==> src/hdl/sgnm_pkg.sv <==
`timescale 1ns / 1ps

package sgnm_pkg;

	localparam int MAX_GROUPS = 16;
	localparam int CNT_W      = $clog2(MAX_GROUPS + 1);
	localparam int IDX_W      = (MAX_GROUPS > 1) ? $clog2(MAX_GROUPS) : 1;
	localparam int GROUP_W    = 16;
	localparam int RANK_W     = 8;
	localparam int TARGET_W   = RANK_W - 1;
	localparam int CMP_W      = (CNT_W > TARGET_W) ? CNT_W : TARGET_W;

	typedef enum logic [1:0] {
		ACT_CLEAR       = 2'd0,
		ACT_APPEND_LOCAL = 2'd1,
		ACT_APPEND_PEER = 2'd2,
		ACT_QUERY       = 2'd3
	} action_t;

	typedef enum logic [1:0] {
		STAT_OK      = 2'd0,
		STAT_INVALID = 2'd1,
		STAT_FULL    = 2'd2
	} status_t;

	typedef enum logic [0:0] {
		CFG_PREFER_LOCAL = 1'b0,
		CFG_IS_CLIENT    = 1'b1
	} cfg_index_t;

	typedef enum logic [1:0] {
		ST_IDLE,
		ST_SCAN,
		ST_WAIT
	} state_t;

endpackage

==> src/hdl/shared_group_nth_match.sv <==
`timescale 1ns / 1ps
// channel  | handshake            | payload
// ---------+----------------------+-----------------------------------------
// input    | in_valid / in_stall  | action, group_value, match_rank
// output   | out_valid / out_stall| status, group_or_count
// config   | cfg_we               | cfg_index, cfg_data
//
// clear, append and refused queries are answered without a scan; an accepted
// query scans the preferred list one entry per cycle against the whole other
// list with the input stalled, until the nth match or the end loads the word
// arst_n clears both fill counts, the config bits and all handshake state.
// a word waiting on out_stall is held in the output register; a second one
// is held in a pending register and the input stalls until it moves into the
// output register

module shared_group_nth_match import sgnm_pkg::*; (
	input  logic                      clk,
	input  logic                      arst_n,
	input  logic                      cfg_we,
	input  logic                      cfg_index,
	input  logic                      cfg_data,
	input  logic                      in_valid,
	output logic                      in_stall,
	input  logic [1:0]                action,
	input  logic [GROUP_W-1:0]        group_value,
	input  logic signed [RANK_W-1:0]  match_rank,
	output logic                      out_valid,
	input  logic                      out_stall,
	output logic [1:0]                status,
	output logic [GROUP_W-1:0]        group_or_count
);

	state_t state_q, state_d;

	logic                prefer_local_q;
	logic                is_client_q;
	logic [GROUP_W-1:0]  local_q [MAX_GROUPS];
	logic [GROUP_W-1:0]  peer_q [MAX_GROUPS];
	logic [CNT_W-1:0]    local_cnt_q;
	logic [CNT_W-1:0]    peer_cnt_q;

	logic [CNT_W-1:0]    idx_q;
	logic [CNT_W-1:0]    hits_q;
	logic                count_mode_q;
	logic [TARGET_W-1:0] target_q;

	logic                out_valid_q;
	logic [1:0]          out_status_q;
	logic [GROUP_W-1:0]  out_value_q;
	logic [1:0]          pend_status_q;
	logic [GROUP_W-1:0]  pend_value_q;

	logic                accept;
	logic                out_free;
	logic                rank_ok;
	logic                query_go;
	logic [1:0]          imm_status;
	logic [CNT_W-1:0]    pref_cnt;
	logic [CNT_W-1:0]    other_cnt;
	logic [GROUP_W-1:0]  pref_cur;
	logic                other_hit;
	logic [CNT_W-1:0]    hits_inc;
	logic                res_load;
	logic                pend_load;
	logic [1:0]          res_status;
	logic [GROUP_W-1:0]  res_value;
	logic                scan_start;
	logic                idx_step;
	logic                hit_step;

	assign accept   = in_valid && !in_stall;
	assign out_free = !out_valid_q || !out_stall;
	assign rank_ok  = (match_rank == -8'sd1) || (match_rank > 8'sd0);
	assign query_go = (action == ACT_QUERY) && rank_ok && !is_client_q;

	assign pref_cnt  = prefer_local_q ? local_cnt_q : peer_cnt_q;
	assign other_cnt = prefer_local_q ? peer_cnt_q : local_cnt_q;
	assign pref_cur  = prefer_local_q ? local_q[idx_q[IDX_W-1:0]] : peer_q[idx_q[IDX_W-1:0]];
	assign hits_inc  = hits_q + CNT_W'(1);

	// one preferred entry against every valid entry of the other list
	always_comb begin
		other_hit = 1'b0;
		for (int j = 0; j < MAX_GROUPS; j++) begin
			if (CNT_W'(j) < other_cnt) begin
				if (prefer_local_q) begin
					other_hit = other_hit | (peer_q[j] == pref_cur);
				end else begin
					other_hit = other_hit | (local_q[j] == pref_cur);
				end
			end
		end
	end

	always_comb begin
		unique case (action)
			ACT_CLEAR:        imm_status = STAT_OK;
			ACT_APPEND_LOCAL: imm_status = (local_cnt_q >= CNT_W'(MAX_GROUPS)) ? STAT_FULL : STAT_OK;
			ACT_APPEND_PEER:  imm_status = (peer_cnt_q >= CNT_W'(MAX_GROUPS)) ? STAT_FULL : STAT_OK;
			ACT_QUERY:        imm_status = STAT_INVALID;
			default:          imm_status = STAT_INVALID;
		endcase
	end

	always_comb begin
		state_d    = state_q;
		in_stall   = (state_q != ST_IDLE);
		res_load   = 1'b0;
		pend_load  = 1'b0;
		res_status = STAT_OK;
		res_value  = '0;
		scan_start = 1'b0;
		idx_step   = 1'b0;
		hit_step   = 1'b0;
		unique case (state_q)
			ST_IDLE: begin
				if (in_valid) begin
					if (query_go) begin
						scan_start = 1'b1;
						state_d    = ST_SCAN;
					end else begin
						res_status = imm_status;
						if (out_free) begin
							res_load = 1'b1;
						end else begin
							pend_load = 1'b1;
							state_d   = ST_WAIT;
						end
					end
				end
			end
			ST_SCAN: begin
				priority if (idx_q >= pref_cnt) begin
					if (count_mode_q) begin
						res_status = STAT_OK;
						res_value  = GROUP_W'(hits_q);
					end else begin
						res_status = STAT_INVALID;
					end
					if (out_free) begin
						res_load = 1'b1;
						state_d  = ST_IDLE;
					end else begin
						pend_load = 1'b1;
						state_d   = ST_WAIT;
					end
				end else if (other_hit && !count_mode_q
						&& (CMP_W'(hits_inc) == CMP_W'(target_q))) begin
					res_status = STAT_OK;
					res_value  = pref_cur;
					if (out_free) begin
						res_load = 1'b1;
						state_d  = ST_IDLE;
					end else begin
						pend_load = 1'b1;
						state_d   = ST_WAIT;
					end
				end else begin
					idx_step = 1'b1;
					hit_step = other_hit;
				end
			end
			ST_WAIT: begin
				res_status = pend_status_q;
				res_value  = pend_value_q;
				if (out_free) begin
					res_load = 1'b1;
					state_d  = ST_IDLE;
				end
			end
			default: begin
				state_d = ST_IDLE;
			end
		endcase
	end

	always_ff @(posedge clk or negedge arst_n) begin
		if (!arst_n) begin
			state_q <= ST_IDLE;
		end else begin
			state_q <= state_d;
		end
	end

	always_ff @(posedge clk or negedge arst_n) begin
		if (!arst_n) begin
			prefer_local_q <= 1'b0;
			is_client_q    <= 1'b0;
		end else if (cfg_we) begin
			unique case (cfg_index)
				CFG_PREFER_LOCAL: prefer_local_q <= cfg_data;
				CFG_IS_CLIENT:    is_client_q    <= cfg_data;
				default:          ;
			endcase
		end
	end

	always_ff @(posedge clk or negedge arst_n) begin
		if (!arst_n) begin
			local_cnt_q <= '0;
			peer_cnt_q  <= '0;
		end else if (accept) begin
			if (action == ACT_CLEAR) begin
				local_cnt_q <= '0;
				peer_cnt_q  <= '0;
			end else if (action == ACT_APPEND_LOCAL && imm_status == STAT_OK) begin
				local_cnt_q <= local_cnt_q + CNT_W'(1);
			end else if (action == ACT_APPEND_PEER && imm_status == STAT_OK) begin
				peer_cnt_q <= peer_cnt_q + CNT_W'(1);
			end
		end
	end

	always_ff @(posedge clk) begin
		if (accept && action == ACT_APPEND_LOCAL && imm_status == STAT_OK) begin
			local_q[local_cnt_q[IDX_W-1:0]] <= group_value;
		end
		if (accept && action == ACT_APPEND_PEER && imm_status == STAT_OK) begin
			peer_q[peer_cnt_q[IDX_W-1:0]] <= group_value;
		end
	end

	always_ff @(posedge clk or negedge arst_n) begin
		if (!arst_n) begin
			idx_q        <= '0;
			hits_q       <= '0;
			count_mode_q <= 1'b0;
			target_q     <= '0;
		end else if (scan_start) begin
			idx_q        <= '0;
			hits_q       <= '0;
			count_mode_q <= match_rank[RANK_W-1];
			target_q     <= match_rank[TARGET_W-1:0];
		end else begin
			if (idx_step) begin
				idx_q <= idx_q + CNT_W'(1);
			end
			if (hit_step) begin
				hits_q <= hits_inc;
			end
		end
	end

	always_ff @(posedge clk or negedge arst_n) begin
		if (!arst_n) begin
			out_valid_q <= 1'b0;
		end else if (res_load) begin
			out_valid_q <= 1'b1;
		end else if (!out_stall) begin
			out_valid_q <= 1'b0;
		end
	end

	always_ff @(posedge clk) begin
		if (res_load) begin
			out_status_q <= res_status;
			out_value_q  <= res_value;
		end
		if (pend_load) begin
			pend_status_q <= res_status;
			pend_value_q  <= res_value;
		end
	end

	assign out_valid      = out_valid_q;
	assign status         = out_status_q;
	assign group_or_count = out_value_q;

endmodule

==> config.mk <==
export PLATFORM = sky130hd
export DESIGN_NAME = shared_group_nth_match
export DESIGN_NICKNAME = d
export VERILOG_FILES = /design/src/hdl/sgnm_pkg.sv /design/src/hdl/shared_group_nth_match.sv
export SDC_FILE = /design/constraint.sdc
export NUM_CORES = 1
export LEC_CHECK = 0
export BUFFER_PORTS_ARGS = -buffer_cell sky130_fd_sc_hd__buf_2
export CAP_MARGIN = 20
export CORE_MARGIN = 10
export CORE_UTILIZATION = 50
export CTS_BUF_LIST = sky130_fd_sc_hd__clkbuf_8 sky130_fd_sc_hd__clkbuf_16
export CTS_CLUSTER_SIZE = 24
export DETAILED_ROUTE_END_ITERATION = 8
export GPL_TIMING_DRIVEN = 0
export HOLD_SLACK_MARGIN = 0.03
export PLACE_DENSITY = 0.74
export SYNTH_ARGS = -nofsm -noshare
export SYNTH_HDL_FRONTEND = slang
export SYNTH_SLANG_ARGS = --single-unit
==> constraint.sdc <==
create_clock -name clk -period 5 [get_ports clk]
set_input_delay 0.25 -clock clk [delete_from_list [all_inputs] [get_ports clk]]
set_output_delay 0.25 -clock clk [all_outputs]
set_load 0.05 [all_outputs]
Word level (Yosys, flattened, before mapping)

Memories as Yosys holds them, arrays and structs flattened.
Index checks and enable logic that the tools add are counted.

Register bits: 69
Bits in latches: 0
Memory bits (writable): 512
Bits in read-only memories: 0
Input bits: 33
Output and inout bits: 20
Word-level logic and storage cells: 238
Memories: 2

Add/subtract/negate cells: 4
Multiply operators: 0
Divide/modulo/power cells: 0
Order comparisons: 20
Equality and inequality tests: 45
Shift-type cells: 0
Mux-type cells: 91
Bitwise operators: 31
Reduce and logical (&&, ||, !) cells: 31

Memories:

| memory  | depth | bits a word | read ports | clocked after memory_dff | write ports | RTL line                     | RTL |
|---|---|---|---|---|---|---|---|
| local_q | 16    | 16          | 17         | 0                        | 1           | shared_group_nth_match.sv:37 | `logic [GROUP_W-1:0] local_q [MAX_GROUPS];` |
| peer_q  | 16    | 16          | 17         | 0                        | 1           | shared_group_nth_match.sv:38 | `logic [GROUP_W-1:0] peer_q [MAX_GROUPS];` |

Operator list:

| cell                                                                            | number |
|---|---|
| 16-bit equality test                                                            | 32 |
| 5-bit 2-to-1 mux                                                                | 12 |
| 1-bit 2-to-1 mux                                                                | 58 |
| 16-bit 2-to-1 mux                                                               | 3 |
| 4-bit by 5-bit < comparator with 1-bit output, first input constant             | 8 |
| 16-bit one-hot mux with 2 select lines                                          | 1 |
| 1-bit bitwise OR                                                                | 30 |
| 2-bit 2-to-1 mux                                                                | 12 |
| 5-bit by 1-bit adder with 5-bit output, second input constant                   | 4 |
| 3-bit by 5-bit < comparator with 1-bit output, first input constant             | 4 |
| 2-bit one-hot mux with 3 select lines                                           | 2 |
| 1-bit logical AND                                                               | 11 |
| 5-bit >= comparator, second input constant                                      | 2 |
| 1-bit by 5-bit < comparator with 1-bit output, first input constant             | 2 |
| 2-bit by 5-bit < comparator with 1-bit output, first input constant             | 2 |
| 2-bit nonzero test                                                              | 5 |
| 8-bit by 1-bit equality test with 1-bit output, second input constant           | 1 |
| 8-bit by 1-bit greater-than comparator with 1-bit output, second input constant | 1 |
| 2-bit one-hot mux with 4 select lines                                           | 1 |
| 5-bit by 7-bit equality test with 1-bit output                                  | 1 |
| 2-bit equality test, second input constant                                      | 3 |
| 2-bit zero test                                                                 | 3 |
| 2-bit inequality test, second input constant                                    | 3 |
| 3-bit inequality test, second input constant                                    | 2 |
| other kinds (11)                                                                | 19 |

Longest topological paths before layout

Gate-level depths: netlist of the first run.
An unclocked memory read counts as a cell.

Depth in word-level cells: 57
Depth in mapped cells: 22
Gate-level depth less buffers: 14

Least setup slack after synthesis of the first run

OpenSTA, ideal clock, no wires.

Path type: reg-to-reg
Start point: register idx_q[0]
End point: register out_value_q[0] (netlist: group_or_count[0]), enable pin
Library setup time: 439 ps
Arrival: 4884 ps
Required time: 4561 ps
Path slack: -324 ps
Stages on the path, launching flop included: 15
Clock period less this slack: 5324 ps
Path through: dfrtp_1 buf_6 buf_6 mux4_2 a2bb2oi_1 a211oi_2 nor2_4 xnor2_1 nor4_1 nand3_1 nor4_2 a2111oi_4 a21boi_4 nor4_1 nor4_1

Longest elaborated chain between the ends: 55

Ends and longest elaborated chain:

| item                                              | RTL line                                                   | RTL |
|---|---|---|
| from (decl)                                       | shared_group_nth_match.sv:42                               | `logic [CNT_W-1:0] idx_q;` |
| from (signal assigned)                            | shared_group_nth_match.sv:236                              | `idx_q <= idx_q + CNT_W'(1);` |
| memory read 16 x 16 bit, on equally long branches | n/a                                                        |  |
| 16-bit 2-to-1 mux                                 | shared_group_nth_match.sv:78                               | `assign pref_cur = prefer_local_q ? local_q[idx_q[IDX_W-1:0]] : peer_q[idx_q[IDX_W-1:0]];` |
| 16-bit equality test, on equally long branches    | shared_group_nth_match.sv:89, shared_group_nth_match.sv:87 |  |
| 1-bit 2-to-1 mux                                  | shared_group_nth_match.sv:86                               | `if (prefer_local_q) begin` |
| 1-bit 2-to-1 mux                                  | shared_group_nth_match.sv:85                               | `if (CNT_W'(j) < other_cnt) begin` |
| 1-bit bitwise OR, on equally long branches        | shared_group_nth_match.sv:89, shared_group_nth_match.sv:87 |  |
| 1-bit 2-to-1 mux                                  | shared_group_nth_match.sv:86                               |  |
| 1-bit 2-to-1 mux                                  | shared_group_nth_match.sv:85                               |  |
| [... 40 more ...]                                 | n/a                                                        |  |
| 1-bit 2-to-1 mux                                  | shared_group_nth_match.sv:86                               |  |
| 1-bit 2-to-1 mux                                  | shared_group_nth_match.sv:85                               |  |
| 1-bit logical AND                                 | shared_group_nth_match.sv:147                              | `end else if (other_hit && !count_mode_q` |
| 1-bit logical AND                                 | shared_group_nth_match.sv:148                              | `&& (CMP_W'(hits_inc) == CMP_W'(target_q))) begin` |
| 1-bit 2-to-1 mux                                  | shared_group_nth_match.sv:147                              |  |
| 1-bit 2-to-1 mux *                                | shared_group_nth_match.sv:133                              | `priority if (idx_q >= pref_cnt) begin` |
| 1-bit one-hot mux with 3 select lines *           | shared_group_nth_match.sv:115                              | `unique case (state_q)` |
| named net res_load                                | shared_group_nth_match.sv:63                               | `logic res_load;` |
| to (signal assigned)                              | shared_group_nth_match.sv:257                              | `out_value_q <= res_value;` |
| to (decl)                                         | shared_group_nth_match.sv:49                               | `logic [GROUP_W-1:0] out_value_q;` |

Mark *: on every way through the listed nets, which the timed path passes. The rest lies on a longest branch.
A chain may end at the register's enable or synchronous reset.

Worst setup path after layout of the first run

Start point: register idx_q[0]
End point: register idx_q[3]

Longest elaborated chain between the ends: 56

Ends and longest elaborated chain:

| item                                              | RTL line |
|---|---|
| memory read 16 x 16 bit, on equally long branches | n/a |
| 16-bit 2-to-1 mux                                 | shared_group_nth_match.sv:78 |
| 16-bit equality test, on equally long branches    | shared_group_nth_match.sv:89, shared_group_nth_match.sv:87 |
| 1-bit 2-to-1 mux                                  | shared_group_nth_match.sv:86 |
| 1-bit 2-to-1 mux                                  | shared_group_nth_match.sv:85 |
| 1-bit bitwise OR, on equally long branches        | shared_group_nth_match.sv:89, shared_group_nth_match.sv:87 |
| 1-bit 2-to-1 mux                                  | shared_group_nth_match.sv:86 |
| 1-bit 2-to-1 mux                                  | shared_group_nth_match.sv:85 |
| [... 40 more ...]                                 | n/a |
| 1-bit 2-to-1 mux                                  | shared_group_nth_match.sv:86 |
| 1-bit 2-to-1 mux                                  | shared_group_nth_match.sv:85 |
| 1-bit logical AND                                 | shared_group_nth_match.sv:147 |
| 1-bit logical AND                                 | shared_group_nth_match.sv:148 |
| 1-bit 2-to-1 mux                                  | shared_group_nth_match.sv:147 |
| 1-bit 2-to-1 mux                                  | shared_group_nth_match.sv:133 |
| 1-bit 2-to-1 mux                                  | shared_group_nth_match.sv:115 |
| 2-bit nonzero test (no source line)               | n/a |

Several ways; a longest one is shown, not always the timed one. The select of a mux whose other input is x is not followed.

==> results.toml, run 1 <==
[synth]
synth_fp_nets = 2078
yosysMostFrequentCell = "edfxtp_1"
ys_ff_latch = 581
synth-edff-count = 548
avgSynthCellArea_um2 = 14.6
ys_types = 73
synth.top_cell.area_share_pct = 55.5
synth_ff_type = "edfxtp_1"
synth_area_leaders = "edfxtp_1 (55%), mux2i_1 (13%), xnor2_1 (6.2%)"
syn_area_mm2 = 0.0297
ys_seq_area_share_pct = 58.3
syn_inst = 2026
ys_warn_count = 0
synth.largest_area_cell = "edfxtp_1"
synthArstFlopShare_pct = 5.68
synth_common_cells = "edfxtp_1 (548), mux2i_1 (394), xnor2_1 (210), nand2_1 (77), mux4_2 (63)"

[finish]
area_delta_synth_final_pct = 19.3
drive_above_1_share_pct = 25.0
fin_cells = 3067
nNetsFinal = 2292
fin_util_pct = 60.1

[placement]
dpl.hpwl_um = 82800
numPortBuffers = 52
post-place-ws_ns = -1.72
place.gp.congestion = 1.12
dp_cells = 2875

[drt]
vias_per_cell = 6.84
drt-pass1-iter-count = 9
vias = 21000
drt-initial-drc-count = 3579
ant_nets = 0
drt-total-wl_um = 119000
post-route-drc-count = 0
wl_per_cell_um = 38.7

[timing]
max_freq_mhz = 196
finalCritPeriodShare_pct = 102
maxSlewViolCount = 0
hold_violations = 0
setup_ws_ns = -0.103
finClkSkew_ns = 0.0249
relSlewSlack_pct = 21.6
layout_min_cycle_time_ns = 5.10
setup_violations = 61
tightestPinTransition_ns = 1.18
tns_ns = -3.50

[global_route]
antenna_found_initial = 2
grt_util_met1_pct = 40.8
busiest_layer = "met2"
grt_pass1_wl_um = 161000
grt_max_degree = 34
first_global_vias = 20500
grt_usage_pct = 33.1
use_met3_pct = 11.7
grt-ovfl-total = 0
met2_usage_pct = 47.8

[setup_path]
regToRegSetupSlack_ns = -0.10
rr_endpoint = "idx_q[3]$_DFFE_PN0P_"
critPathCaptureType = "flop"
cpLargestDelayFamily = "compound AO/OA/AOI/OAI gates"
cpPeakStageDelay_ns = 0.53
worst_path_most_repeated_cell = "buf_12"
cpMaxStageDelayCell = "or4_1"
r2r_cells = 20
critPathArrivalTime_ns = 5.65
reg2reg_from = "idx_q[0]$_DFFE_PN0P_"
path_max_fanout = 10
required_ns = 5.55
path_cells = "buf_12 > buf_16 > buf_16 > buf_12 > mux2i_1 > a221oi_2 > o21ai_2 > a22oi_2 > buf_6 > buf_4 > buf_12 > xnor2_1 > nor4_1 > nand4_1 > nand4_1 > a2111oi_4 > a21boi_4 > buf_4 > or4_1 > a21oi_2"
path_buf_inv = 8
worstSetupPathType = "reg2reg"
start_kind = "flop"

[floorplan]
rows = 89
dieArea_mm2 = 0.0695
core_region_area_mm2 = 0.0589
fp.dieH_um = 264
die_w_um = 264
start_util_pct = 50.3
io_pins = 53

[flow_run]
drv_cap = 0

[worst_hold_path]
holdPathStages = 3
hold-path-endpoint = "prefer_local_q$_DFFE_PN0P_"
worstHoldPathType = "in2reg"
min_from = "cfg_index"

[clock_tree]
clockBufferDepth = 3
clk_pin_slew_ns = 0.06
clk_latency_ns = 0.63
cts_buffers = 66
tritoncts = "built"
cts_sinks = 581
clock-root-buffer = "clkbuf_16"
cts_max_level = 3

[power]
ir_worst_vdd_mv = 0.538
powerDensity_mw_per_mm2 = 651
p_leak_nw = 12.3

[outcome]
violations = "setup timing"
status = "finished with violations"
[registers in the layout (all words and copies together) (netlist names)]
| register | count |
|---|---|
| pend_value_q | 16 |
| count_mode_q | 1 |
| out_valid | 1 |
| target_q | 7 |
| peer_q | 256 |
| local_q | 256 |
| group_or_count | 16 |
| state_q | 2 |
| prefer_local_q | 1 |
| local_cnt_q | 5 |
| hits_q | 5 |
| is_client_q | 1 |
| peer_cnt_q | 5 |
| idx_q | 5 |
| status | 2 |
| pend_status_q | 2 |
[worst min-delay path, cell delays in order]
cell and delay, ns:
buf_2 0.09, nor2b_1 0.06, mux2_2 0.24
[per-stage QoR]
stage / power [mW] / hold slack [ns] / cell area (µm²)
global route: 23.3 / 0.0758 / 35400
global placement: 15.7 / 0.349 / 30900
finish: 23.0 / 0.0638 / 35400
floorplan: 11.9 / -0.0456 / 29700
detailed placement: 15.7 / 0.376 / 31300
CTS: 21.9 / 0.0454 / 34800
[kinds of logic (layout without fill, tap and decap cells)]
kind of cell	count (synthesis)	count (layout)	synth area share, %
adders and majority gates	19	19	0.802
AOI/OAI and AO/OA	221	224	5.51
xor gates and xnor gates	263	263	7.77
buffers and inverters	144	406	3.37
muxes	464	464	18.3
and+or+nand+nor	334	334	5.93
DFF	581	581	58.3
other	0	3	0
[routing by layer]
metal	part of all wire [%]	up-vias
li1	-	8290
met1	36	10600
met2	42	1717
met3	14	389
met4	8.3	2
met5	0.012	-
[worst max-delay path by stage]
| stage | from | to | slack (ns) | cells past startpoint |
|---|---|---|---|---|
| finish | idx_q[0]$_DFFE_PN0P_ | idx_q[3]$_DFFE_PN0P_ | -0.10 | 20 |
| CTS | idx_q[0]$_DFFE_PN0P_ | group_or_count[11]$_DFFE_PP_ | -0.01 | 19 |
| global placement | idx_q[0]$_DFFE_PN0P_ | group_or_count[10]$_DFFE_PP_ | -2.07 | 18 |
| global route | idx_q[0]$_DFFE_PN0P_ | status[1]$_DFFE_PP_ | -0.05 | 20 |
| detailed placement | idx_q[0]$_DFFE_PN0P_ | group_or_count[10]$_DFFE_PP_ | -1.72 | 18 |
| floorplan | idx_q[0]$_DFFE_PN0P_ | group_or_count[0]$_DFFE_PP_ | 0.41 | 14 |
[what timing repair did]
item | CTS | global route
endpoints found under the setup margin | 83 | 79
resized for setup | 157 | 105
hold endpoints to repair | 44 | 0
setup buffers | 35 | 24
pin swaps | 30 | 26
cloned | 2 | 2
hold buffers | 12 | 0
[final cells by class]
type / count / area, µm²
fillers: 4410 / 23500
flip-flops and latches: 581 / 17300
multi-input cells: 1304 / 12300
clock buffers: 71 / 1780
repair buffers: 146 / 1290
plain buffers: 129 / 1250
well taps: 773 / 967
clock inverters: 48 / 513
inverters: 12 / 45.0
diodes: 3 / 7.51
[layout by cell type, fill, tap and decap left out, types with 10 or more instances in the layout]
| cell | synthesis | routed |
|---|---|---|
| edfxtp_1 | 548 | 548 |
| mux2i_1 | 394 | 382 |
| xnor2_1 | 210 | 210 |
| nand2_1 | 77 | 75 |
| clkbuf_16 | 0 | 72 |
| buf_2 | 24 | 71 |
| buf_4 | 23 | 64 |
| mux4_2 | 63 | 63 |
| xor2_1 | 53 | 51 |
| nor2_1 | 51 | 38 |
| nand3_1 | 38 | 37 |
| a21oi_1 | 40 | 34 |
| and2_1 | 31 | 31 |
| buf_6 | 28 | 30 |
| dfrtp_1 | 33 | 30 |
| buf_12 | 6 | 26 |
| nor4_1 | 44 | 26 |
| nand4_1 | 22 | 22 |
| clkbuf_1 | 40 | 21 |
| inv_1 | 12 | 19 |
| ha_1 | 19 | 19 |
| buf_8 | 3 | 16 |
| nor4_2 | 1 | 16 |
| a31oi_1 | 15 | 15 |
| nor3_1 | 21 | 14 |
| clkbuf_4 | 0 | 13 |
| clkinv_2 | 0 | 13 |
| o21ai_0 | 18 | 12 |
| clkbuf_2 | 0 | 12 |
| nor2_2 | 0 | 12 |
| dlygate4sd3_1 | 0 | 12 |
| o22ai_1 | 13 | 11 |
| o221ai_1 | 21 | 11 |
| bufinv_16 | 0 | 11 |
| clkinv_1 | 0 | 11 |
| a221oi_2 | 1 | 10 |
| o21ai_2 | 0 | 10 |
| mux2i_2 | 0 | 10 |
[power breakdown]
group          total, mW  switching, mW  internal, mW
sequential          5.82          0.206          5.62
combinational       12.0           7.60          4.42
clock               5.20           2.06          3.13
No activity file was read; power rests on OpenSTA's default activity.
==> run 2, diff against run 1 <==
--- a/config.mk
+++ b/config.mk
@@ -8,13 +8,13 @@
 export BUFFER_PORTS_ARGS = -buffer_cell sky130_fd_sc_hd__buf_2
 export CAP_MARGIN = 20
 export CORE_MARGIN = 10
-export CORE_UTILIZATION = 50
+export CORE_UTILIZATION = 57
 export CTS_BUF_LIST = sky130_fd_sc_hd__clkbuf_8 sky130_fd_sc_hd__clkbuf_16
 export CTS_CLUSTER_SIZE = 24
 export DETAILED_ROUTE_END_ITERATION = 8
 export GPL_TIMING_DRIVEN = 0
 export HOLD_SLACK_MARGIN = 0.03
-export PLACE_DENSITY = 0.74
+export PLACE_DENSITY = 0.82
 export SYNTH_ARGS = -nofsm -noshare
 export SYNTH_HDL_FRONTEND = slang
 export SYNTH_SLANG_ARGS = --single-unit
==> results.toml, run 2 (same netlist as run 1, synthesis figures left out) <==
[floorplan]
io_pins = 53
die_w_um = 248
start_util_pct = 57.7
fp.dieH_um = 248
rows = 83
dieArea_mm2 = 0.0616
core_region_area_mm2 = 0.0514

[timing]
max_freq_mhz = 195
tightestPinTransition_ns = 1.19
hold_violations = 0
relSlewSlack_pct = 20.5
setup_violations = 59
maxSlewViolCount = 0
finalCritPeriodShare_pct = 102
tns_ns = -4.32
layout_min_cycle_time_ns = 5.12
finClkSkew_ns = 0.0245
setup_ws_ns = -0.118

[power]
p_total_mw = 22.1
combPwrFrac_pct = 53.5
p_leak_nw = 12.0
clkPwrFrac_pct = 20.2
swShare_pct = 44.1
ir_worst_vdd_mv = 0.512
p_switching_mw = 9.74
powerDensity_mw_per_mm2 = 639
p_int_mw = 12.4
p_seq_share_pct = 26.4

[setup_path]
path_max_fanout = 10
cpMaxStageDelayCell = "a2bb2oi_1"
critPathCaptureType = "flop"
path_cells = "buf_12 > buf_12 > buf_12 > buf_8 > mux2i_1 > a2bb2oi_1 > a211oi_1 > a31oi_1 > buf_4 > buf_8 > xor2_1 > nand4_1 > nor3_4 > a22o_1 > nor4_4 > buf_4 > a21oi_4 > buf_6 > nand3_1 > a21boi_2"
cpPeakStageDelay_ns = 0.57
worstSetupPathType = "reg2reg"
start_kind = "flop"
required_ns = 5.47
critPathArrivalTime_ns = 5.59
worst_path_most_repeated_cell = "buf_12"
cpLargestDelayFamily = "buffers and inverters"
path_buf_inv = 8

[global_route]
grt-ovfl-total = 0
first_global_vias = 20400
grt_usage_pct = 37.7
grt_pass1_wl_um = 160000
grt_max_degree = 34
antenna_found_initial = 2

[finish]
drive_above_1_share_pct = 23.0
fin_util_pct = 67.3
nNetsFinal = 2271
area_delta_synth_final_pct = 16.6
layout_common_cells = "edfxtp_1 (548), mux2i_1 (378), xnor2_1 (207)"
final_common_cell = "edfxtp_1"
fin_cells = 2949
final_area_mm2 = 0.0346

[drt]
drt-pass1-iter-count = 8
vias_per_cell = 7.12
drt-total-wl_um = 117000
post-route-drc-count = 0
drt-initial-drc-count = 3314
ant_nets = 0
wl_per_cell_um = 39.8
vias = 21000

[placement]
placed_area_mm2 = 0.0312
place.gp.congestion = 1.16
dp_cells = 2779
numPortBuffers = 52
dpl.hpwl_um = 80900

[outcome]
status = "finished with violations"
violations = "setup timing"

[clock_tree]
clk_pin_slew_ns = 0.06
cts_buffers = 60
cts_max_level = 2
clock-root-buffer = "clkbuf_16"
cts_sinks = 581
tritoncts = "built"
clockBufferDepth = 3
clk_latency_ns = 0.65

[worst_hold_path]
worstHoldPathType = "in2reg"

[flow_run]
drv_cap = 0
-- run 2: cell types whose count changed in the layout (fill, tap and decap cells not counted), sizes merged --
| cell | change |
|---|---|
| inv | +1 |
| clkinvlp | -2 |
| clkinv | +6 |
| buf | -15 |
| clkdlybuf4s18 | +1 |
| dlygate4sd3 | +2 |
| bufinv | -4 |
| clkdlybuf4s15 | +1 |
| clkbuf | -15 |
-- run 2: final timing paths --
kind                       cells past startpoint                    endpoint  slack [ns]                    start
min in group asynchronous                      2       out_valid$_DFFE_PN0P_        0.24                   arst_n
max in group asynchronous                      2        idx_q[0]$_DFFE_PN0P_        4.21                   arst_n
min                                            3  prefer_local_q$_DFFE_PN0P_        0.07                   cfg_we
max reg2reg                                   20  pend_value_q[14]$_DFFE_PP_       -0.12     idx_q[0]$_DFFE_PN0P_
max                                           20  pend_value_q[14]$_DFFE_PP_       -0.12     idx_q[0]$_DFFE_PN0P_
min reg2reg                                    2     target_q[5]$_DFFE_PN0P_        0.48  target_q[5]$_DFFE_PN0P_
-- run 2: layout make-up --
cell class,instances,area (µm²)
antenna,3,7.51
timing repair buffer,129,1100
fill,3523,16800
tap,680,851
multi-input combinational,1304,12200
sequential,581,17300
clock buffer,60,1500
inverter,12,45.0
buffer,131,1220
clock inverter,49,414
-- run 2: routing by layer --
| layer | routed length, µm | global-route usage [%] |
|---|---|---|
| met2 | 48800 | 53.4 |
| met3 | 17900 | 12.8 |
| met1 | 40100 | 47.5 |
| met4 | 10600 | 28.4 |
| met5 | 11 | 0.397 |
-- run 2: through the flow --
step,setup slack (ns),hold WS [ns]
final,-0.118,0.0662
after floorplan,0.410,-0.0456
after CTS,0.00270,0.0514
after detailed placement,-1.73,0.365
after global placement,-2.10,0.346
after global routing,-0.108,0.0777
-- run 2: timing repair --
action,4_1_cts,5_1_grt
cloned,1,2
endpoints found under the hold margin,45,0
gates resized for setup,144,76
pin swaps,23,21
endpoints found under the setup margin,83,77
hold buffers,14,0
buffers inserted,27,13
-- run 2: tightest hold or removal path, delay by kind of cell --
| kind | cells | cell delay (ns) |
|---|---|---|
| buffers and inverters | 1 | 0.08 |
| muxes | 1 | 0.17 |
| and+or+nand+nor | 1 | 0.15 |
-- run 2: power by group through the flow --
stage                     clock, mW  sequential (mW)  combinational (mW)
after floorplan                   0             6.11                5.77
after CTS                      4.43             5.81                10.7
after global routing           4.62             5.84                11.7
after global placement            0             5.90                9.71
final                          4.46             5.82                11.8
after detailed placement          0             5.91                9.78
